## src/rtl/core/asa_pkg.sv

```systemverilog
`default_nettype none
// ----------------------------------------------------------------------------
// asa_pkg
// shared widths, register indexes and the cordic arctangent table
// ----------------------------------------------------------------------------
package asa_pkg;

  localparam int ZFRAC     = 16;
  localparam int TABLE_LEN = 24;
  localparam int XW        = 34;
  localparam int PW        = 50;
  localparam int ZW        = 26;
  localparam int MAGW      = 23;
  localparam int DW        = 20;
  localparam int QMAXW     = 17;
  localparam logic signed [ZW-1:0] DEG90 = ZW'(90 * 65536);
  localparam logic [QMAXW-1:0] PULSE_MAX = 17'd131071;

  localparam logic [1:0] CFG_WHEELBASE = 2'd0;
  localparam logic [1:0] CFG_TRACK     = 2'd1;
  localparam logic [1:0] CFG_DPP       = 2'd2;

  function automatic logic signed [ZW-1:0] atan_q16(input int idx);
    logic signed [ZW-1:0] r;
    case (idx)
      0: r = 26'sd2949120;
      1: r = 26'sd1740967;
      2: r = 26'sd919879;
      3: r = 26'sd466945;
      4: r = 26'sd234379;
      5: r = 26'sd117304;
      6: r = 26'sd58666;
      7: r = 26'sd29335;
      8: r = 26'sd14668;
      9: r = 26'sd7334;
      10: r = 26'sd3667;
      11: r = 26'sd1833;
      12: r = 26'sd917;
      13: r = 26'sd458;
      14: r = 26'sd229;
      15: r = 26'sd115;
      16: r = 26'sd57;
      17: r = 26'sd29;
      18: r = 26'sd14;
      19: r = 26'sd7;
      20: r = 26'sd4;
      21: r = 26'sd2;
      22: r = 26'sd1;
      default: r = 26'sd0;
    endcase
    return r;
  endfunction

  typedef struct packed {
    logic en;
    logic valid;
  } pipe_ctl_t;

endpackage
`default_nettype wire

```

## src/rtl/core/asa_ratio.sv

```systemverilog
`default_nettype none
// ----------------------------------------------------------------------------
// asa_ratio
// forms the numerator and both denominators from sin, cos and the geometry
// ----------------------------------------------------------------------------
module asa_ratio import asa_pkg::*; (
  input  wire logic                 clk_i,
  input  wire logic                 rst_ni,
  input  wire pipe_ctl_t            ctl_i,
  input  wire logic                 zero_i,
  input  wire logic signed [XW-1:0] cos_i,
  input  wire logic signed [XW-1:0] sin_i,
  input  wire logic [11:0]          wheelbase_i,
  input  wire logic [11:0]          track_i,
  output logic                      valid_o,
  output logic signed [PW-1:0]      num_o,
  output logic signed [PW-1:0]      den_r_o,
  output logic signed [PW-1:0]      den_l_o
);

  localparam int MW = XW + 13;

  logic signed [12:0]   l_s, t_s;
  logic signed [MW-1:0] lcs_q, tsn_q, lsn_q;
  logic                 zf_q, v1_q, v2_q;
  logic signed [PW-1:0] lcs_x, tsn_x, lsn_x;

  assign l_s = $signed({1'b0, wheelbase_i});
  assign t_s = $signed({1'b0, track_i});
  assign lcs_x = PW'(lcs_q);
  assign tsn_x = PW'(tsn_q);
  assign lsn_x = PW'(lsn_q);

  always_ff @(posedge clk_i or negedge rst_ni) begin
    if (!rst_ni) begin
      v1_q <= 1'b0;
      v2_q <= 1'b0;
    end else if (ctl_i.en) begin
      v1_q <= ctl_i.valid;
      v2_q <= v1_q;
    end
  end

  always_ff @(posedge clk_i) begin
    if (ctl_i.en) begin
      lcs_q <= l_s * cos_i;
      tsn_q <= t_s * sin_i;
      lsn_q <= l_s * sin_i;
      zf_q  <= zero_i;
      if (zf_q) begin
        num_o   <= '0;
        den_r_o <= '0;
        den_l_o <= '0;
      end else begin
        num_o   <= lsn_x <<< 1;
        den_r_o <= lcs_x - tsn_x;
        den_l_o <= lcs_x + tsn_x;
      end
    end
  end

  assign valid_o = v2_q;

endmodule
`default_nettype wire

```

## config.mk

```make
export PLATFORM = sky130hd
export DESIGN_NAME = asa_ratio
export DESIGN_NICKNAME = d
export VERILOG_FILES = /design/src/rtl/core/asa_pkg.sv /design/src/rtl/core/asa_ratio.sv
export SDC_FILE = /design/constraint.sdc
export NUM_CORES = 2
export LEC_CHECK = 0
export BUFFER_PORTS_ARGS = -buffer_cell sky130_fd_sc_hd__buf_2
export CORE_UTILIZATION = 45
export CTS_CLUSTER_DIAMETER = 120
export DETAILED_ROUTE_END_ITERATION = 6
export SLEW_MARGIN = 15
export SYNTH_ARGS = -nofsm -noshare
export SYNTH_HDL_FRONTEND = slang
export SYNTH_SLANG_ARGS = --single-unit
```

## constraint.sdc

```tcl
create_clock -name clk_i -period 5.5 [get_ports clk_i]
set_input_delay 0.55 -clock clk_i [delete_from_list [all_inputs] [get_ports clk_i]]
set_output_delay 0.55 -clock clk_i [all_outputs]
set_load 0.005 [all_outputs]
```

* After elaboration in Yosys (flattened, before gate mapping)
Cells that the tools add are included.
** Cells by class
- Bitwise operators :: 0
- Muxes and demuxes :: 0
- Eq/ne operators :: 0
- Reductions and logical operators :: 0
- Multipliers :: 3
- Shift operators :: 0
- $add $sub $neg :: 2
- $lt $le $gt $ge :: 0
- Divide/modulo/power cells :: 0
** Operator list (number)
- 13-bit by 34-bit multiplier with 47-bit output :: 3
- 47-bit by 47-bit adder with 48-bit output :: 1
- 47-bit by 47-bit subtractor with 48-bit output :: 1
** Word-level totals
- Logic and storage cells :: 15
- Register bits after elaboration :: 292
- Output and inout bits :: 151
- ROM bits :: 0
- Bits in writable memories :: 0
- Bits in latches :: 0
- Memories kept :: 0
- Input port bits :: 97

* Logic depth before layout (Yosys ltp)
- Word-level depth :: 1
- Depth in mapped cells :: 26

* Worst setup path before layout
OpenSTA, ideal clock, no wires.
- Kind :: input-to-reg
- Start :: input wheelbase_i[4]
- End :: register lcs_q[41], data pin
- Stages on the path :: 23
- Path slack :: -0.850 ns
- Data arrival time :: 6.087 ns
- Library setup time :: 0.263 ns
- Cells stage by stage :: clkbuf_1 clkbuf_1 clkbuf_1 nand2_1 fa_1 fa_1 fa_1 inv_1 fa_1 inv_1 fa_1 inv_1 ha_1 inv_1 o311ai_1 o211ai_1 a311oi_1 nor3_1 o41a_1 o21ai_1 a22o_1 a21oi_1 xnor2_1
** On the way
- Longest elaborated chain between the ends :: 1
** RTL lines
- start, declared :: line asa_ratio.sv:13 : input wire logic [11:0] wheelbase_i,
- 13-bit by 34-bit multiplier with 47-bit output :: line asa_ratio.sv:46 : lcs_q <= l_s * cos_i;
- end signal, assigned :: line asa_ratio.sv:46
- end, declared :: line asa_ratio.sv:24 : logic signed [MW-1:0] lcs_q, tsn_q, lsn_q;
No other way between the ends.
A chain may end at the register's enable or synchronous reset.

* Final worst setup path
- Start :: input wheelbase_i[1]
- End :: register lsn_q[45], data pin
** On the way
- Longest elaborated chain between the ends :: 1
** RTL lines
- 13-bit by 34-bit multiplier with 47-bit output :: line asa_ratio.sv:48 : lsn_q <= l_s * sin_i;
- end signal, assigned :: line asa_ratio.sv:48
- end, declared :: line asa_ratio.sv:24
No other way between the ends.

==> metrics.cfg <==
[finish]
final_cell_mix = inv_1 (1,466), fa_1 (1,040), nand2_1 (753)
final_common_cell = inv_1
final_core_util_pct = 56.0
multi_input_area_um2 = 43300
seqCellArea_um2 = 8580
syn2layout_area_growth_pct = 23.6
drive_above_1_share_pct = 21.9
nNetsFinal = 8638
nFillCells = 11185

[hold_path]
hold_end = zf_q$_DFFE_PP_
hp-start = zero_i
hold_depth = 1
hold_path_class = input pin to flip-flop

[timing]
layout_min_cycle_time_ns = 5.72
rsz0062_at_grt = yes
max-slew-margin-rel_pct = 39.7
setup_viol = 23
fin_crit_sh_pct = 104
setup_ws_ns = -0.217
report.final.slew_viol_count = 0
fmax_ghz = 0.175
worst_pin_slew_ns = 0.904
clock_skew_ns = 0.0304
hold_viol_final = 0

[route]
post_drt_wl_per_cell_um = 17.6
drtPass1Iterations = 6
viasPerCell = 4.98
postRouteAntennaNets = 0
drc_errors = 0
dr.first_iter.drc_count = 2277
wirelength_um = 154000
vias = 43559

[critical_path]
critPathRequiredTime_ns = 5.86
start_kind = input pin
cp_data_arrival_time_ns = 6.08
r2r_slack_ns = 1.48
critPathCaptureType = flip-flop
r2r_cells = 12
worstReg2RegStart = tsn_q[1]$_DFFE_PP_
worstPathMaxFanout = 7
setup.worst_path.class = input pin to flip-flop
r2r-end = den_r_o[48]$_SDFFCE_PP0P_

[synth]
synth_warnings = 0
muxShareOfSynthArea_pct = 0.244
synth_top_family_by_area = adder cells
synth_area_leaders = fa_1 (38%), edfxtp_1 (15%), inv_1 (10%), ha_1 (8.9%), and2_1 (6.2%)
postSynthAreaPerCell_um2 = 9.13
synth_edf_count = 284
synth.distinct_cells = 86
async_flop_share_pct = 0.699
synth-compound-area-share_pct = 7.66
ys_seq_area_share_pct = 15.1
synthesis.area_um2 = 56900
synth_fa_ha_area_share_pct = 46.7
synthXorXnorAreaFrac_pct = 2.93
synth_largest_area_cell = fa_1
synth-seq-cells = 286
synthesis.nets = 7803
synthSimpleGateAreaFrac_pct = 15.2
ys.flop_type = edfxtp_1
synthCells = 6227
yosysTopAreaCellShare_pct = 37.9

[clock_tree]
clock-sinks = 286
tritoncts = yes
insertion_delay_ns = 0.62
numCtsBuffers = 39
clk_path_buf_depth = 3
clk_pin_slew_ns = 0.05
cts-root-buf = clkbuf_16
htree_num_levels = 2

[global_routing]
antenna_found_initial = 16
grt_max_degree = 88
grt_pass1_vias = 46155
grt_first_pass_wirelength_um = 245000
grt_remaining_overflow = 0
grt.total_usage_pct = 24.4

[floorplan]
core_area_um2 = 125000
die_area_um2 = 128000
fp-row-count = 130
boundaryPins = 248
die_height_um = 357
die_w_um = 357
initial_core_util_pct = 45.3

[placed_design]
dp_hpwl_um = 126000
io_buffers = 246
place_congestion = 0.917

[run]
maxCapViolations = 0

[status]
outcome = complete, but fails checks
violations = setup timing

## through the flow
step | cell area [µm²] | setup WS, ns | setup TNS (ns) | instances | hold slack, ns
6_report | 70300 | -0.217 | -2.66 | 8746 | 0.137
4_1_cts | 68500 | -0.160 | -1.45 | 8663 | 0.0952
3_3_place_gp | 65500 | -1.16 | -63.41 | 8538 | 0.335
5_1_grt | 70300 | -0.360 | -7.85 | 8743 | 0.113
2_1_floorplan | 58100 | -0.364 | -6.01 | 6227 | 0.254
3_5_place_dp | 65500 | -1.11 | -66.70 | 8538 | 0.337
## critical path, stage by stage
cell and delay (ns):
buf_16 0.13, buf_12 0.14, buf_8 0.14, and2_4 0.14, fa_1 0.53, inv_1 0.05
fa_1 0.48, inv_1 0.06, fa_1 0.49, fa_1 0.50, inv_1 0.05, fa_1 0.47
inv_1 0.06, ha_4 0.21, a22o_1 0.20, or4_1 0.47, o22a_1 0.27, a31oi_4 0.28
o21ai_4 0.16, a41oi_2 0.18, o21bai_2 0.14, a221oi_2 0.27, xnor2_1 0.10
## cell families after synthesis
kind of cell,count (synthesis)
buffers and inverters,1819
and+or+nand+nor,1784
adders and majority gates,1479
AOI/OAI and AO/OA,655
DFF,286
xor gates and xnor gates,190
muxes,13
other,1
## registers in the layout, summed over array words and instances (netlist names)
signal	cells
den_l_o	48
den_r_o	47
lcs_q	47
lsn_q	47
num_o	47
tsn_q	47
v1_q	1
valid_o	1
zf_q	1
## synthesized netlist by cell type (all sizes together), types with 7 or more instances
library cell     n
nand2          775
o31ai           28
ha             403
a21oi          214
xnor2          151
edfxtp         284
nand2b          24
o21ai          118
inv           1516
buf             29
xor2            39
nand3           29
nor2b           70
o31a             9
nand4           22
nor2           211
and3            20
clkbuf         273
o21bai          39
a31oi           18
mux2             7
and2           563
nor3            37
nor4            10
or2              7
a21o            79
a221oi           7
fa            1076
a211oi          25
o21a            35
o211ai          12
## worst max-delay path by stage
stage               cells after the start             endpoint  slack, ns            from
finish                                 23  lsn_q[45]$_DFFE_PP_      -0.22  wheelbase_i[1]
global placement                       23  lsn_q[46]$_DFFE_PP_      -1.16       sin_i[24]
floorplan                              22  lsn_q[43]$_DFFE_PP_      -0.36        sin_i[7]
CTS                                    25  lsn_q[45]$_DFFE_PP_      -0.16  wheelbase_i[7]
detailed placement                     23  lsn_q[46]$_DFFE_PP_      -1.11       sin_i[24]
global route                           24  lsn_q[46]$_DFFE_PP_      -0.36  wheelbase_i[7]
## final cells by class
cell class | instances | area share [%]
multi-input combinational | 4122 | 61.6
inverter | 1517 | 8.10
sequential | 286 | 12.2
antenna | 5 | 0.0178
timing repair buffer | 1096 | 13.4
clock buffer | 46 | 1.43
clock inverter | 24 | 0.363
tap | 1650 | 2.94
## repair_timing
| action | in CTS | in global routing |
|---|---|---|
| gates cloned | 11 | 8 |
| hold buffers | 1 | 0 |
| pin swaps | 181 | 247 |
| setup endpoints to repair | 55 | 63 |
| setup buffers | 47 | 74 |
| hold endpoints to repair | 2 | 0 |
| gates resized for setup | 264 | 265 |
## metal layers
metal	share of wire, %	wire length (µm)	GRT usage, %
met5	0.061	94	0
met4	2.6	3940	6.15
met3	6.0	9180	3.83
met2	49	74900	41.7
met1	43	65600	32.2
Power is left out: the tool's default activity adds up to more than one toggle a clock period on the data nets, which glitch-free logic cannot reach.
