**src/rtl/core/asa_pkg.sv**
```systemverilog
`default_nettype none
// ----------------------------------------------------------------------------
// asa_pkg
// shared widths, register indexes and the cordic arctangent table
// ----------------------------------------------------------------------------
package asa_pkg;

  localparam int ZFRAC     = 16;
  localparam int TABLE_LEN = 24;
  localparam int XW        = 34;
  localparam int PW        = 50;
  localparam int ZW        = 26;
  localparam int MAGW      = 23;
  localparam int DW        = 20;
  localparam int QMAXW     = 17;
  localparam logic signed [ZW-1:0] DEG90 = ZW'(90 * 65536);
  localparam logic [QMAXW-1:0] PULSE_MAX = 17'd131071;

  localparam logic [1:0] CFG_WHEELBASE = 2'd0;
  localparam logic [1:0] CFG_TRACK     = 2'd1;
  localparam logic [1:0] CFG_DPP       = 2'd2;

  function automatic logic signed [ZW-1:0] atan_q16(input int idx);
    logic signed [ZW-1:0] r;
    case (idx)
      0: r = 26'sd2949120;
      1: r = 26'sd1740967;
      2: r = 26'sd919879;
      3: r = 26'sd466945;
      4: r = 26'sd234379;
      5: r = 26'sd117304;
      6: r = 26'sd58666;
      7: r = 26'sd29335;
      8: r = 26'sd14668;
      9: r = 26'sd7334;
      10: r = 26'sd3667;
      11: r = 26'sd1833;
      12: r = 26'sd917;
      13: r = 26'sd458;
      14: r = 26'sd229;
      15: r = 26'sd115;
      16: r = 26'sd57;
      17: r = 26'sd29;
      18: r = 26'sd14;
      19: r = 26'sd7;
      20: r = 26'sd4;
      21: r = 26'sd2;
      22: r = 26'sd1;
      default: r = 26'sd0;
    endcase
    return r;
  endfunction

  typedef struct packed {
    logic en;
    logic valid;
  } pipe_ctl_t;

endpackage
`default_nettype wire

```
**src/rtl/core/asa_pulse_div.sv**
```systemverilog
`default_nettype none
// ----------------------------------------------------------------------------
// asa_pulse_div
// pipelined restoring divider turning an angle into a saturated pulse count
// ----------------------------------------------------------------------------
module asa_pulse_div import asa_pkg::*; (
  input  wire logic                 clk_i,
  input  wire logic                 rst_ni,
  input  wire pipe_ctl_t            ctl_i,
  input  wire logic signed [ZW-1:0] angle_i,
  input  wire logic [15:0]          side_i,
  input  wire logic [DW-1:0]        dpp_i,
  output logic                      valid_o,
  output logic [15:0]               side_o,
  output logic signed [17:0]        pulses_o
);

  logic              v_q [0:MAGW+1];
  logic              neg_q [0:MAGW];
  logic              zf_q [0:MAGW];
  logic [15:0]       sd_q [0:MAGW];
  logic [MAGW-1:0]   m_q [0:MAGW];
  logic [MAGW-1:0]   q_q [0:MAGW];
  logic [DW-1:0]     r_q [0:MAGW];
  logic signed [ZW-1:0] mag_s;
  logic [QMAXW-1:0]  p_sat;

  assign mag_s = (angle_i < 0) ? -angle_i : angle_i;

  always_ff @(posedge clk_i or negedge rst_ni) begin
    if (!rst_ni) begin
      v_q[0] <= 1'b0;
    end else if (ctl_i.en) begin
      v_q[0] <= ctl_i.valid;
    end
  end

  always_ff @(posedge clk_i) begin
    if (ctl_i.en) begin
      neg_q[0] <= angle_i < 0;
      zf_q[0]  <= angle_i == '0;
      sd_q[0]  <= side_i;
      m_q[0]   <= mag_s[MAGW-1:0];
      q_q[0]   <= '0;
      r_q[0]   <= '0;
    end
  end

  for (genvar k = 0; k < MAGW; k++) begin : g_bit
    logic [DW:0] trial;
    assign trial = {r_q[k], m_q[k][MAGW-1]};

    always_ff @(posedge clk_i or negedge rst_ni) begin
      if (!rst_ni) begin
        v_q[k+1] <= 1'b0;
      end else if (ctl_i.en) begin
        v_q[k+1] <= v_q[k];
      end
    end

    always_ff @(posedge clk_i) begin
      if (ctl_i.en) begin
        neg_q[k+1] <= neg_q[k];
        zf_q[k+1]  <= zf_q[k];
        sd_q[k+1]  <= sd_q[k];
        m_q[k+1]   <= {m_q[k][MAGW-2:0], 1'b0};
        if (trial >= {1'b0, dpp_i}) begin
          r_q[k+1] <= DW'(trial - {1'b0, dpp_i});
          q_q[k+1] <= {q_q[k][MAGW-2:0], 1'b1};
        end else begin
          r_q[k+1] <= trial[DW-1:0];
          q_q[k+1] <= {q_q[k][MAGW-2:0], 1'b0};
        end
      end
    end
  end

  assign p_sat = (q_q[MAGW] > MAGW'(PULSE_MAX)) ? PULSE_MAX : q_q[MAGW][QMAXW-1:0];

  always_ff @(posedge clk_i or negedge rst_ni) begin
    if (!rst_ni) begin
      v_q[MAGW+1] <= 1'b0;
    end else if (ctl_i.en) begin
      v_q[MAGW+1] <= v_q[MAGW];
    end
  end

  always_ff @(posedge clk_i) begin
    if (ctl_i.en) begin
      side_o <= sd_q[MAGW];
      if (zf_q[MAGW]) pulses_o <= '0;
      else if (neg_q[MAGW]) pulses_o <= -$signed({1'b0, p_sat});
      else pulses_o <= $signed({1'b0, p_sat});
    end
  end

  assign valid_o = v_q[MAGW+1];

endmodule
`default_nettype wire

```
**config.mk**
```make
export PLATFORM = sky130hd
export DESIGN_NAME = asa_pulse_div
export DESIGN_NICKNAME = d
export VERILOG_FILES = /design/src/rtl/core/asa_pkg.sv /design/src/rtl/core/asa_pulse_div.sv
export SDC_FILE = /design/constraint.sdc
export NUM_CORES = 2
export LEC_CHECK = 0
export BUFFER_PORTS_ARGS = -buffer_cell sky130_fd_sc_hd__buf_4
export CAP_MARGIN = 25
export CELL_PAD_IN_SITES_DETAIL_PLACEMENT = 1
export CELL_PAD_IN_SITES_GLOBAL_PLACEMENT = 1
export CORE_ASPECT_RATIO = 1.75
export CORE_MARGIN = 2
export CORE_UTILIZATION = 57
export CTS_CLUSTER_SIZE = 10
export DETAILED_ROUTE_END_ITERATION = 10
export PLACE_DENSITY_LB_ADDON = 0.1
export SYNTH_ARGS = -nofsm -noshare
export SYNTH_HDL_FRONTEND = slang
export SYNTH_SLANG_ARGS = --single-unit
```
**constraint.sdc**
```tcl
create_clock -name clk_i -period 5.89 [get_ports clk_i]
set_input_delay 0.589 -clock clk_i [delete_from_list [all_inputs] [get_ports clk_i]]
set_output_delay 0.589 -clock clk_i [all_outputs]
set_load 0.005 [all_outputs]
```
# Word-level counts from Yosys, hierarchy flattened
# Memory sizes are Yosys's and may differ from the RTL's. A register that Yosys moved wholly into a read port is not among the register bits.
# Index checks and enable logic that the tools add are counted.
[totals] register_bits=43 ram_bits=2016 in_bits=66 wordCells=321 n_memories=6
[mem_list] name="m_q" depth=24 width=23 rd=23 rd_clocked_by_memory_dff=0 write_ports=24 line="asa_pulse_div.sv:22" text="logic [MAGW-1:0] m_q [0:MAGW];"
[mem_list] name="q_q" depth=24 width=23 rd=24 rd_clocked_by_memory_dff=0 write_ports=24 line="asa_pulse_div.sv:23" text="logic [MAGW-1:0] q_q [0:MAGW];"
[mem_list] name="r_q" depth=24 width=20 rd=23 rd_clocked_by_memory_dff=0 write_ports=24 line="asa_pulse_div.sv:24" text="logic [DW-1:0] r_q [0:MAGW];"
[mem_list] name="sd_q" depth=24 width=16 rd=24 rd_clocked_by_memory_dff=1 write_ports=24 line="asa_pulse_div.sv:21" text="logic [15:0] sd_q [0:MAGW];"
[mem_list] name="neg_q" depth=24 width=1 rd=24 rd_clocked_by_memory_dff=0 write_ports=24 line="asa_pulse_div.sv:19" text="logic neg_q [0:MAGW];"
[mem_list] name="zf_q" depth=24 width=1 rd=24 rd_clocked_by_memory_dff=0 write_ports=24 line="asa_pulse_div.sv:20" text="logic zf_q [0:MAGW];"
[classes] n_addsub=25 n_lt_le_gt_ge=25 mux=189 bitwise_logic=47 n_reduce_logical=2
[ops] operator="2-to-1 mux 23 bit" count=24
[ops] operator="greater-or-equal comparator 21 x 20 -> 1 bit" count=23
[ops] operator="2-to-1 mux 20 bit" count=23
[ops] operator="subtractor 20 bit" count=23
[ops] operator="2-to-1 mux 1 bit" count=140
[ops] operator="bitwise OR 1 bit" count=46
[ops] operator="2-to-1 mux 17 bit" count=2
[ops] operator="logical NOT 26 bit" count=1
[ops] operator="less-than comparator 26 x 1 -> 1 bit (second input constant)" count=1
[ops] operator="> comparator 23 x 17 -> 1 bit (second input constant)" count=1
[ops] operator="negator 23 bit" count=1
[ops] operator="negator 17 -> 18 bit" count=1
[ops] operator="OR reduction 2 bit" count=1
[ops] operator="inverter 1 bit" count=1

# Depth between registers and ports, before layout
# An unclocked memory read counts as a cell.
[logic_depth] depth_word=6 ltp_mapped=14 depth_no_buf=13

# Least setup slack after synthesis
# Ideal clock, no wire load.
[synth_path] path_kind="input port to flip-flop" start="input port dpp_i[3]" end="memory r_q[14][2] (netlist: r_q[1][122]) (data pin)" arrival_ps=3614 required_time_ps=5630 path_slack_ps=2016 cell_stages=13 n_path_buf=1 cell_sequence="inv_1 -> ha_1 -> a21o_1 -> nand2_1 -> nand4b_1 -> a21oi_2 -> o31ai_1 -> a21o_1 -> a221o_1 -> o31a_1 -> o22ai_4 -> buf_12 -> mux2_4"
[synth_rtl] element="from (decl)" line="asa_pulse_div.sv:12" text="input wire logic [DW-1:0] dpp_i,"
[synth_rtl] element="to (decl)" line="asa_pulse_div.sv:24"

==> impl_metrics.toml <==
[status]
outcome = "complete, no violations"

[timing]
drv_slew = 0
setup_viol = 0
finClkSkew_ns = 0.0593
tightest_slew_ns = 1.11
rsz0062_at_grt = "false"
fin_crit_sh = 0.708
max_freq_ghz = 0.240
hold_viol_final = 0
period_minus_slack_ns = 4.17
whs_ns = 0.0735
fin_setup_tns_ns = 0
maxSlewHeadroom = 0.253

[detailed_routing]
via_per_inst = 6.26
drt_iter0_drc = 3215
drcViolationCount = 0
vias = 45100
drt-total-wl_um = 201000
dr.pass1.iters = 5
wire_per_inst_um = 27.8
ant_nets = 0

[floorplanning]
die_y_um = 468
fp.coreArea_um2 = 123000
die_w_um = 269
start_util = 0.573
rows = 170
io_pins = 101
die_area_um2 = 126000

[power]
p_leak_nw = 29.6
switching_share = 0.351
p_comb_frac = 0.356
pwr_density_cell_nw_per_um2 = 507
p_sw_mw = 14.0
p_int_mw = 25.9
pwr-share-seq = 0.399
peakVddDrop_v = 0.000323
totalPowerFinal_mw = 39.9
pwr-share-clk = 0.245

[logic_synthesis]
synthFlopType = "edfxtp_1"
seq_area_frac_synth = 0.633
yosys_register_bits = 1483
synth_edf_count = 1457
async_reset_ff_frac = 0.0169
syn_area_um2 = 70200
synth_nets = 5760
yosysWarnings = 0
synthCells = 5229
ys_types = 91
synth.avg_cell_area_um2 = 13.4

[clock_tree]
cts_setup_buffers = 0
clock-sinks = 1483
cts_root_buffer = "clkbuf_16"
cts_inserted_buffers = 168
cts_tree = "done"
postCtsHoldBufs = 18
ctsHtreeMaxLevel = 4
clkSlewWorstSetupHoldPaths_ns = 0.07
clk_latency_ns = 0.80
clock_path_buffers = 3
cts_resized = 0

[final_layout]
drive_gt1_frac = 0.101
utilization = 0.642
fin_nets = 6042
area_growth_pct = 12.0
final_cell_mix = "edfxtp_1 (1,457), ha_1 (444), nand2_1 (378)"
final_common_cell = "edfxtp_1"

[grt]
grt_usage = 0.303
overflow = 0
grt_pass1_wl_um = 287000
grt_pass1_vias = 49300
antenna_found_initial = 10
grt_max_degree = 172

[worst_setup_path]
r2r_cells = 12
r2r_slack_ns = 1.82
cp-endpoint = "r_q[1][0]$_DFFE_PP_"
end_kind = "register"
worstPathMaxFanout = 15
start_kind = "input pin"
reg2reg_from = "r_q[0][140]$_DFFE_PP_"
crit-reg2reg-capture = "r_q[1][0]$_DFFE_PP_"
critPathKind = "input pin to register"
crit_path_start = "dpp_i[1]"
crit_arrival_ns = 4.69
crit_required_ns = 6.40

[hold_path]
min_path_type = "input pin to register"
whs_path_depth = 2

[place]
port_buffers = 100
dp_hpwl_um = 123000
place.gp.congestion = 0.906

[flow_run]
cap_violations = 0
## registers in the layout, summed over array words and instances (netlist names)
register and flops:
r_q 440, sd_q 384, m_q 276, q_q 276, neg_q 24, v_q 24
zf_q 24, pulses_o 18, side_o 16, valid_o 1
## cell usage after synthesis, types with 54 or more instances
cell type  number  area share
edfxtp_1     1457        0.62
ha_1          444       0.079
nand2_1       378       0.020
nor2_1        367       0.020
a21oi_1       355       0.025
o21ai_0       263       0.019
xnor2_1       236       0.029
a21o_1        160       0.017
inv_1         149      0.0080
xor2_1        134       0.017
nand3_1        83      0.0059
clkbuf_1       82      0.0044
mux2_2         80       0.013
nor3_1         71      0.0051
o21ai_1        71      0.0051
nand2b_1       69      0.0061
mux2_1         62      0.0099
nand4_1        59      0.0053
nor2b_1        59      0.0053
o21a_1         54      0.0058
## logic make-up (layout without fill, tap and decap cells)
kind of cell	Yosys count	after routing	synth area share
flip-flops	1483	1483	0.633
AND/OR/NAND/NOR	1260	1260	0.0846
AO/OA/AOI/OAI	1210	1210	0.108
adder cells (fa/ha/maj)	465	465	0.0851
XOR/XNOR	370	370	0.0462
buffers and inverters	271	613	0.0155
multiplexers	170	170	0.0280
other	0	10	0
## worst min-delay path by stage
stage                     startpoint                     to  slack, ns
3_5_place_dp    m_q[8][20]$_DFFE_PP_   m_q[9][21]$_DFFE_PP_       0.41
5_1_grt                     ctl_i[0]    v_q[24]$_DFFE_PN0P_       0.05
3_3_place_gp   sd_q[11][0]$_DFFE_PP_  sd_q[12][0]$_DFFE_PP_       0.40
6_report                 angle_i[20]   m_q[0][20]$_DFFE_PP_       0.07
4_1_cts                   angle_i[7]    m_q[0][7]$_DFFE_PP_       0.05
2_1_floorplan                 rst_ni    v_q[10]$_DFFE_PN0P_       0.29
## metrics by stage
step / worst slack (ns) / instances / area, um^2
after global placement: 1.24 / 6951 / 73500
after global routing: 1.53 / 7212 / 78600
after detailed placement: 1.24 / 6951 / 73500
after CTS: 1.81 / 7199 / 78500
after floorplan: 2.02 / 5229 / 70200
final: 1.72 / 7215 / 78600
## critical path: stages
cell and delay, ns:
buf_4 0.16, inv_1 0.10, buf_4 0.33, buf_4 0.32
ha_1 0.20, nor2b_1 0.14, o21ai_0 0.12, a21o_1 0.22
a21oi_1 0.32, a21oi_1 0.23, o211ai_1 0.40, nand2_1 0.11
nand2_1 0.47, buf_4 0.34, nor2_1 0.07, a21oi_1 0.52
## power by group through the flow
stage	Clock [mW]	Combinational [mW]	Sequential, mW
global placement	0	13.0	15.8
detailed placement	0	13.7	16.0
floorplan	0	10.4	15.3
CTS	9.71	14.0	15.8
global route	10.2	15.6	16.0
finish	9.79	14.2	15.9
## cell type report
class / instances / area (um^2)
sequential: 1483 / 44400
fill: 11700 / 43900
multi-input combinational: 3475 / 24800
clock buffer: 208 / 4380
tap: 1634 / 2040
timing repair buffer: 227 / 2010
inverter: 156 / 586
clock inverter: 22 / 413
antenna: 10 / 25.0
## layer usage
layer	GRT usage	vias up	wire (um)
met5	0	-	23
met4	0.231	4	17200
met3	0.0473	736	9180
met2	0.581	1679	110000
met1	0.286	22500	64300
li1	-	20300	-
Note: power is estimated with default switching activity, not from simulation.
