File: config.mk
export PLATFORM = sky130hd
export DESIGN_NAME = asa_rot_cordic
export DESIGN_NICKNAME = d
export VERILOG_FILES = /design/src/rtl/core/asa_pkg.sv /design/src/rtl/core/asa_rot_cordic.sv
export SDC_FILE = /design/constraint.sdc
export NUM_CORES = 2
export LEC_CHECK = 0
export ABC_AREA = 0
export BUFFER_PORTS_ARGS = -buffer_cell sky130_fd_sc_hd__buf_2
export CORE_MARGIN = 5
export CORE_UTILIZATION = 30
export CTS_CLUSTER_SIZE = 28
export DETAILED_ROUTE_END_ITERATION = 12
export HOLD_SLACK_MARGIN = 0.06
export PLACE_DENSITY = 0.47
export SLEW_MARGIN = 20
export SYNTH_ARGS = -nofsm -noshare
export SYNTH_HDL_FRONTEND = slang
export SYNTH_SLANG_ARGS = --single-unit
File: constraint.sdc
create_clock -name clk_i -period 9.3 [get_ports clk_i]
set_input_delay 1.86 -clock clk_i [delete_from_list [all_inputs] [get_ports clk_i]]
set_output_delay 1.86 -clock clk_i [all_outputs]
set_load 0.05 [all_outputs]
File: src/rtl/core/asa_pkg.sv
`default_nettype none
// ----------------------------------------------------------------------------
// asa_pkg
// shared widths, register indexes and the cordic arctangent table
// ----------------------------------------------------------------------------
package asa_pkg;

  localparam int ZFRAC     = 16;
  localparam int TABLE_LEN = 24;
  localparam int XW        = 34;
  localparam int PW        = 50;
  localparam int ZW        = 26;
  localparam int MAGW      = 23;
  localparam int DW        = 20;
  localparam int QMAXW     = 17;
  localparam logic signed [ZW-1:0] DEG90 = ZW'(90 * 65536);
  localparam logic [QMAXW-1:0] PULSE_MAX = 17'd131071;

  localparam logic [1:0] CFG_WHEELBASE = 2'd0;
  localparam logic [1:0] CFG_TRACK     = 2'd1;
  localparam logic [1:0] CFG_DPP       = 2'd2;

  function automatic logic signed [ZW-1:0] atan_q16(input int idx);
    logic signed [ZW-1:0] r;
    case (idx)
      0: r = 26'sd2949120;
      1: r = 26'sd1740967;
      2: r = 26'sd919879;
      3: r = 26'sd466945;
      4: r = 26'sd234379;
      5: r = 26'sd117304;
      6: r = 26'sd58666;
      7: r = 26'sd29335;
      8: r = 26'sd14668;
      9: r = 26'sd7334;
      10: r = 26'sd3667;
      11: r = 26'sd1833;
      12: r = 26'sd917;
      13: r = 26'sd458;
      14: r = 26'sd229;
      15: r = 26'sd115;
      16: r = 26'sd57;
      17: r = 26'sd29;
      18: r = 26'sd14;
      19: r = 26'sd7;
      20: r = 26'sd4;
      21: r = 26'sd2;
      22: r = 26'sd1;
      default: r = 26'sd0;
    endcase
    return r;
  endfunction

  typedef struct packed {
    logic en;
    logic valid;
  } pipe_ctl_t;

endpackage
`default_nettype wire

File: src/rtl/core/asa_rot_cordic.sv
`default_nettype none
// ----------------------------------------------------------------------------
// asa_rot_cordic
// saturates the yaw and runs a pipelined rotation cordic for sin and cos
// ----------------------------------------------------------------------------
module asa_rot_cordic import asa_pkg::*; #(
  parameter int STAGES = 16
) (
  input  wire logic                 clk_i,
  input  wire logic                 rst_ni,
  input  wire pipe_ctl_t            ctl_i,
  input  wire logic signed [7:0]    yaw_i,
  output logic                      valid_o,
  output logic                      zero_o,
  output logic signed [XW-1:0]      cos_o,
  output logic signed [XW-1:0]      sin_o
);

  logic                 v_q [0:STAGES];
  logic                 zf_q [0:STAGES];
  logic signed [XW-1:0] x_q [0:STAGES];
  logic signed [XW-1:0] y_q [0:STAGES];
  logic signed [ZW-1:0] z_q [0:STAGES];
  logic signed [7:0]    yaw_sat;

  always_comb begin
    yaw_sat = yaw_i;
    if (yaw_i > 8'sd89) yaw_sat = 8'sd89;
    if (yaw_i < -8'sd89) yaw_sat = -8'sd89;
  end

  always_ff @(posedge clk_i or negedge rst_ni) begin
    if (!rst_ni) begin
      v_q[0] <= 1'b0;
    end else if (ctl_i.en) begin
      v_q[0] <= ctl_i.valid;
    end
  end

  always_ff @(posedge clk_i) begin
    if (ctl_i.en) begin
      zf_q[0] <= (yaw_sat == 8'sd0);
      x_q[0]  <= XW'(64'sd1 << 30);
      y_q[0]  <= '0;
      z_q[0]  <= {{(ZW-8-ZFRAC){yaw_sat[7]}}, yaw_sat, {ZFRAC{1'b0}}};
    end
  end

  for (genvar i = 0; i < STAGES; i++) begin : g_stage
    logic signed [XW-1:0] dx, dy;
    assign dx = y_q[i] >>> i;
    assign dy = x_q[i] >>> i;

    always_ff @(posedge clk_i or negedge rst_ni) begin
      if (!rst_ni) begin
        v_q[i+1] <= 1'b0;
      end else if (ctl_i.en) begin
        v_q[i+1] <= v_q[i];
      end
    end

    always_ff @(posedge clk_i) begin
      if (ctl_i.en) begin
        zf_q[i+1] <= zf_q[i];
        if (z_q[i] >= 0) begin
          x_q[i+1] <= x_q[i] - dx;
          y_q[i+1] <= y_q[i] + dy;
          z_q[i+1] <= z_q[i] - atan_q16(i);
        end else begin
          x_q[i+1] <= x_q[i] + dx;
          y_q[i+1] <= y_q[i] - dy;
          z_q[i+1] <= z_q[i] + atan_q16(i);
        end
      end
    end
  end

  assign valid_o = v_q[STAGES];
  assign zero_o  = zf_q[STAGES];
  assign cos_o   = x_q[STAGES];
  assign sin_o   = y_q[STAGES];

endmodule
`default_nettype wire

# After elaboration in Yosys (flattened, before gate mapping)
# Memories as Yosys holds them, arrays and structs flattened.
# Cells that the tools add are included.
totals:
  mem_count: 4
  ff_bits: 17
  ram_bits: 1615
  out_inout_bits: 70
  in_bits: 12
  wordCells: 331
classes:
  n_mux: 148
  magnitude_cmp: 18
  n_addsub: 95
  bitwise_logic: 48
  n_reduce_logical: 1
mem_list:
  columns: ["memory", "depth", "word_bits", "read_ports", "rd_clocked_by_memory_dff", "wr", "line_no", "text"]
  rows:
  - ["x_q", 17, 34, 17, 0, 17, "asa_rot_cordic.sv:21", "logic signed [XW-1:0] x_q [0:STAGES];"]
  - ["y_q", 17, 34, 17, 0, 17, "asa_rot_cordic.sv:22", "logic signed [XW-1:0] y_q [0:STAGES];"]
  - ["z_q", 17, 26, 16, 0, 17, "asa_rot_cordic.sv:23", "logic signed [ZW-1:0] z_q [0:STAGES];"]
  - ["zf_q", 17, 1, 17, 0, 17, "asa_rot_cordic.sv:20", "logic zf_q [0:STAGES];"]
ops:
  columns: ["cell", "n"]
  rows:
  - ["2-to-1 mux 34 bit", 32]
  - [">= comparator 26 x 1 -> 1 bit (second input constant)", 16]
  - ["2-to-1 mux 26 bit", 16]
  - ["2-to-1 mux 1 bit", 98]
  - ["adder 34 x 19 -> 34 bit", 2]
  - ["adder 34 x 20 -> 34 bit", 2]
  - ["adder 34 x 21 -> 34 bit", 2]
  - ["adder 34 x 22 -> 34 bit", 2]
  - ["adder 34 x 23 -> 34 bit", 2]
  - ["adder 34 x 24 -> 34 bit", 2]
  - ["adder 34 x 25 -> 34 bit", 2]
  - ["adder 34 x 26 -> 34 bit", 2]
  - ["adder 34 x 27 -> 34 bit", 2]
  - ["adder 34 x 28 -> 34 bit", 2]
  - ["adder 34 x 29 -> 34 bit", 2]
  - ["adder 34 x 30 -> 34 bit", 2]
  - ["adder 34 x 31 -> 34 bit", 2]
  - ["adder 34 x 32 -> 34 bit", 2]
  - ["adder 34 x 33 -> 34 bit", 2]
  - ["subtractor 34 x 19 -> 34 bit", 2]
  - ["subtractor 34 x 20 -> 34 bit", 2]
  - ["subtractor 34 x 21 -> 34 bit", 2]
  - ["subtractor 34 x 22 -> 34 bit", 2]
  - ["subtractor 34 x 23 -> 34 bit", 2]
  - ["other kinds (49)", 108]

# Depth between registers and ports, before layout
logic_depth:
  word_depth: 5
  mapped_depth: 22
  depth_no_buf: 21

# Worst setup path after synthesis
# Ideal clock, no wire load.
synth_timing:
  kind: "input to register"
  start: "input port ctl_i[1] in the netlist's numbering"
  end: "memory z_q[8][25] (data pin)"
  setup_time_ns: 0.261
  required_ns: 9.039
  t_arrival_ns: 6.182
  path_stages: 17
  slack_ns: 2.857
  path_buffers: 3
  cell_sequence: "buf_4 > nand2_1 > buf_1 > clkbuf_1 > inv_1 > ha_1 > fa_1 > a211o_1 > a21oi_1 > o21ai_0 > a311o_1 > a211oi_1 > o31ai_1 > a21o_1 > nand2b_1 > a32oi_1 > xnor2_1"
synth_lines:
  columns: ["item", "line_no", "text"]
  rows:
  - ["start: declaration", "asa_rot_cordic.sv:11", "input wire pipe_ctl_t ctl_i,"]
  - ["end: declaration", "asa_rot_cordic.sv:23", null]

==> metrics.md <==
| Metric | Value |
|---|---|
| Post-route minimum period | `6.48 ns` |
| Number of buffers inserted by port buffering | `81` |
| Max Clock Freq | `154 MHz` |
| Final hold slack | `approximately 0.4 ns` |
| Longest individual stage delay on the worst path | `0.54 ns` |
| Adder-cell share of the synthesized area | `0.148` |
| Max-slew violation count | `0` |
| Post-CTS resize count | `0` |
| Number of synthesized flops with an enable pin | `1098` |
| Worst path required time | `about 10 ns` |
| Number of nets produced by synthesis | `9981` |
| Final ANT Viol Nets | `0` |
| CP arrival | `7.00 ns` |
| Compound-gate portion of the synthesized area | `0.186` |
| Buffers & Inverters on Critical Path | `5` |
| Transition time at the pin with the least slew margin | `~1.0 ns` |
| Number of antenna violations at the first check in global routing | `2` |
| Post-Synthesis Mean Instance Area | `a little under 10 sq um` |
| Critical Path Sink Type | `flop` |
| Fin crit share | `0.697` |
| Number of H-tree levels | `4` |
| Synthesized-area fraction occupied by and/or/nand/nor cells | `0.124` |
| Die Span Y | `553 um` |
| Starting utilization of the core area | `0.301` |
| Library cell contributing the largest single delay on the critical path | `sky130_fd_sc_hd__buf_4` |
| Number of synthesized register bits | `1115` |
| Die extent in x | `553 um` |
| Final Net Count | `10093` |
| Gp weighted congestion | `about 0.9` |
| CTS Root Buffer Type | `sky130_fd_sc_hd__clkbuf_16` |
| Router iterations before antenna repair | `6` |
| Io pins | `82` |
| Xor/xnor share of the synthesized area | `0.130` |
| Starting DRC count in detailed routing | `3645` |
| Setup repair after global routing missed its margin | `no` |
| Biggest fanout along the worst timing path | `62` |
| Drc violations | `0` |
| Sum of negative setup slack | `0 ns` |
| Unique cell type count in the Yosys netlist | `103` |
| Commonest non-fill, non-tap cells in the layout | `sky130_fd_sc_hd__edfxtp_1 (1098), sky130_fd_sc_hd__ha_1 (989), sky130_fd_sc_hd__a21oi_1 (882)` |
| Post-detailed-route wirelength per cell | `18.1 um` |
| Floorplan die area | `0.306 sq mm` |
| Post-CTS Setup Bufs | `0` |
| Fraction of final layout cells with drive strength greater than 1 | `0.0518` |
| Number of buffers inserted during clock tree synthesis | `148` |
| Pin count of the biggest net entering global routing | `around 160` |
| Cell count after synthesis | `8943` |
| Count of hold buffers inserted by post-cts repair | `0` |
| Dominant delay contributor by cell family on the critical path | `compound AO/OA/AOI/OAI gates` |
| Via count of the first global-routing pass | `approximately 66000` |
| TritonCTS clock tree | `done` |
| Total number of vias | `66135` |
| Worst-path cell chain | `buf_8 > buf_4 > nand2_1 > buf_4 > inv_1 > buf_4 > nor2_1 > xnor2_1 > ha_1 > nor2b_1 > o31ai_1 > a21oi_1 > o211ai_1 > a21oi_1 > o31ai_1 > nor3_1 > or2_1 > a221oi_2 > xnor2_1` |
| Max_cap viols | `0` |
| First-pass GRT wire length | `370000 um` |
| Post-DR vias/cell | `5.06` |
| Final hold violation count | `0` |
| Aggregate global-route resource usage | `0.149` |
| Library cell appearing most often on the critical path | `sky130_fd_sc_hd__buf_4` |
| Overflow left after global routing | `0` |
| Number of fill cells in the layout | `29956` |
| Part of the Yosys area used for sequential elements | `0.377` |
| Most common cell after layout, fill and taps aside | `sky130_fd_sc_hd__edfxtp_1` |
| Kind of path behind the tightest hold check | `flop to flop` |
| Main combinational cell family by area after synthesis | `compound AO/OA/AOI/OAI gates` |
| Crit Path Class | `input pin to flop` |
| Placeable core region | `0.294 sq mm` |
| Worst slew margin relative to its limit | `0.311` |
| Portion of netlist area occupied by mux cells | `0.0108` |
| Ys async rst share | `0.0152` |
| Post-detailed-placement half-perimeter wirelength | `188000 um` |
| Area growth from synthesis to final layout | `11.0%` |
| Cell Area, Synth | `0.0885 sq mm` |
| Setup violators final | `0` |
| Clock Skews | `0.0680 ns` |
| Clock latency of the later-clocked register in the worst-skew pair | `about 0.80 ns` |
| Total number of clock tree sinks | `1115` |
| Outcome | `complete, no violations` |
| Number of buffers on the longest clock path | `4` |
| Post-CTS clock slew at the launch and capture registers of the worst setup and hold paths | `0.05 ns` |
| Total number of placement rows | `199` |
| Dominant register cell in the synthesized netlist | `sky130_fd_sc_hd__edfxtp_1` |
| Crit path launch type | `input pin` |
| YS warnings | `0` |
| Final WL | `236000 um` |
[through the flow]
stage,util,setup slack (ns),cell area (sq um),std cells
floorplan,-,2.86,88500,8943
detailed placement,0.319,1.98,93600,12824
finish,0.334,2.82,98200,13080
global placement,0.319,1.93,93600,12824
global route,0.334,2.33,98200,13079
CTS,0.334,2.81,98200,13077
[registers in the layout, summed over array words and instances, names as in the netlist]
| signal | cells |
|---|---|
| x_q | 374 |
| valid_o | 1 |
| zf_q | 17 |
| y_q | 376 |
| z_q | 331 |
| v_q | 16 |
[worst paths after layout]
| path | startpoint | end | slack (ns) | depth (start not counted) |
|---|---|---|---|---|
| setup / recovery | ctl_i[1] | y_q[14][32] | 2.82 | 19 |
| hold / removal | zf_q[8] | zf_q[9] | 0.40 | 0 |
| setup reg to reg | z_q[8][25] | x_q[9][32] | 3.86 | 18 |
| hold reg to reg | zf_q[8] | zf_q[9] | 0.40 | 0 |
| max in group asynchronous | rst_ni | v_q[11] | 8.10 | 1 |
| min in group asynchronous | rst_ni | v_q[1] | 0.94 | 1 |
[worst register-to-register path, stage by stage, from the launching register on]
cell and delay (ns):
sky130_fd_sc_hd__edfxtp_1 0.56, sky130_fd_sc_hd__nand2_2 0.13, sky130_fd_sc_hd__buf_4 0.48, sky130_fd_sc_hd__inv_2 0.28, sky130_fd_sc_hd__buf_4 0.32, sky130_fd_sc_hd__nor2_1 0.17
sky130_fd_sc_hd__xor2_1 0.22, sky130_fd_sc_hd__inv_1 0.08, sky130_fd_sc_hd__fa_1 0.40, sky130_fd_sc_hd__nor2b_1 0.16, sky130_fd_sc_hd__o31ai_1 0.13, sky130_fd_sc_hd__a2111oi_0 0.81
sky130_fd_sc_hd__o211ai_1 0.27, sky130_fd_sc_hd__a31oi_1 0.38, sky130_fd_sc_hd__nor2b_1 0.26, sky130_fd_sc_hd__a221oi_2 0.12, sky130_fd_sc_hd__o21ai_0 0.19, sky130_fd_sc_hd__a21oi_1 0.11
sky130_fd_sc_hd__xnor2_1 0.13
[per-layer routing]
layer | GRT usage | vias up | wire (um)
met3 | 0.0163 | 377 | 6820
met5 | 0 | - | 0
met2 | 0.271 | 1088 | 118000
li1 | - | 33328 | -
met1 | 0.181 | 31342 | 103000
met4 | 0.0537 | 0 | 8850
[synthesized netlist by cell type, drive strengths merged (30+ instances only)]
| library cell | instances | area (sq um) |
|---|---|---|
| or2 | 30 | 188 |
| clkbuf | 141 | 529 |
| nand3 | 150 | 751 |
| nor4 | 45 | 282 |
| fa | 37 | 741 |
| xnor2 | 874 | 7660 |
| a31oi | 84 | 526 |
| and3 | 79 | 494 |
| o31ai | 83 | 637 |
| nand4 | 58 | 363 |
| nor2b | 147 | 920 |
| nand2 | 487 | 1840 |
| ha | 989 | 12400 |
| inv | 396 | 1490 |
| nor2 | 674 | 2530 |
| a21o | 358 | 2690 |
| o211ai | 33 | 253 |
| mux2i | 41 | 423 |
| or3 | 70 | 438 |
| o21a | 142 | 1070 |
| nor3 | 238 | 1210 |
| a21boi | 38 | 289 |
| mux2 | 47 | 533 |
| a211oi | 86 | 646 |
| nand2b | 134 | 838 |
| xor2 | 435 | 3810 |
| o21bai | 126 | 946 |
| a21oi | 888 | 4470 |
| and2 | 52 | 325 |
| o21ai | 459 | 2300 |
| edfxtp | 1098 | 33000 |
[cells by family after synthesis]
family / count (synthesis)
xor+xnor: 1309
compound gates: 2577
flops: 1115
mux: 88
buf+inv: 564
simple gates: 2263
fa+ha+maj: 1027
[final cells by class]
| class | instances | area [sq um] | share of cell area |
|---|---|---|---|
| Multi-Input combinational cell | 7264 | 53000 | 0.539 |
| Clock inverter | 80 | 807 | 0.00821 |
| Antenna cell | 3 | 7.51 | 0.0000764 |
| Tap cell | 3919 | 4900 | 0.0499 |
| Inverter | 398 | 1490 | 0.0152 |
| Timing Repair Buffer | 128 | 806 | 0.00820 |
| Clock buffer | 173 | 3840 | 0.0391 |
| Sequential cell | 1115 | 33400 | 0.340 |
Power is left out: the tool's default activity adds up to more than one toggle a clock period on the data nets, which glitch-free logic cannot reach.
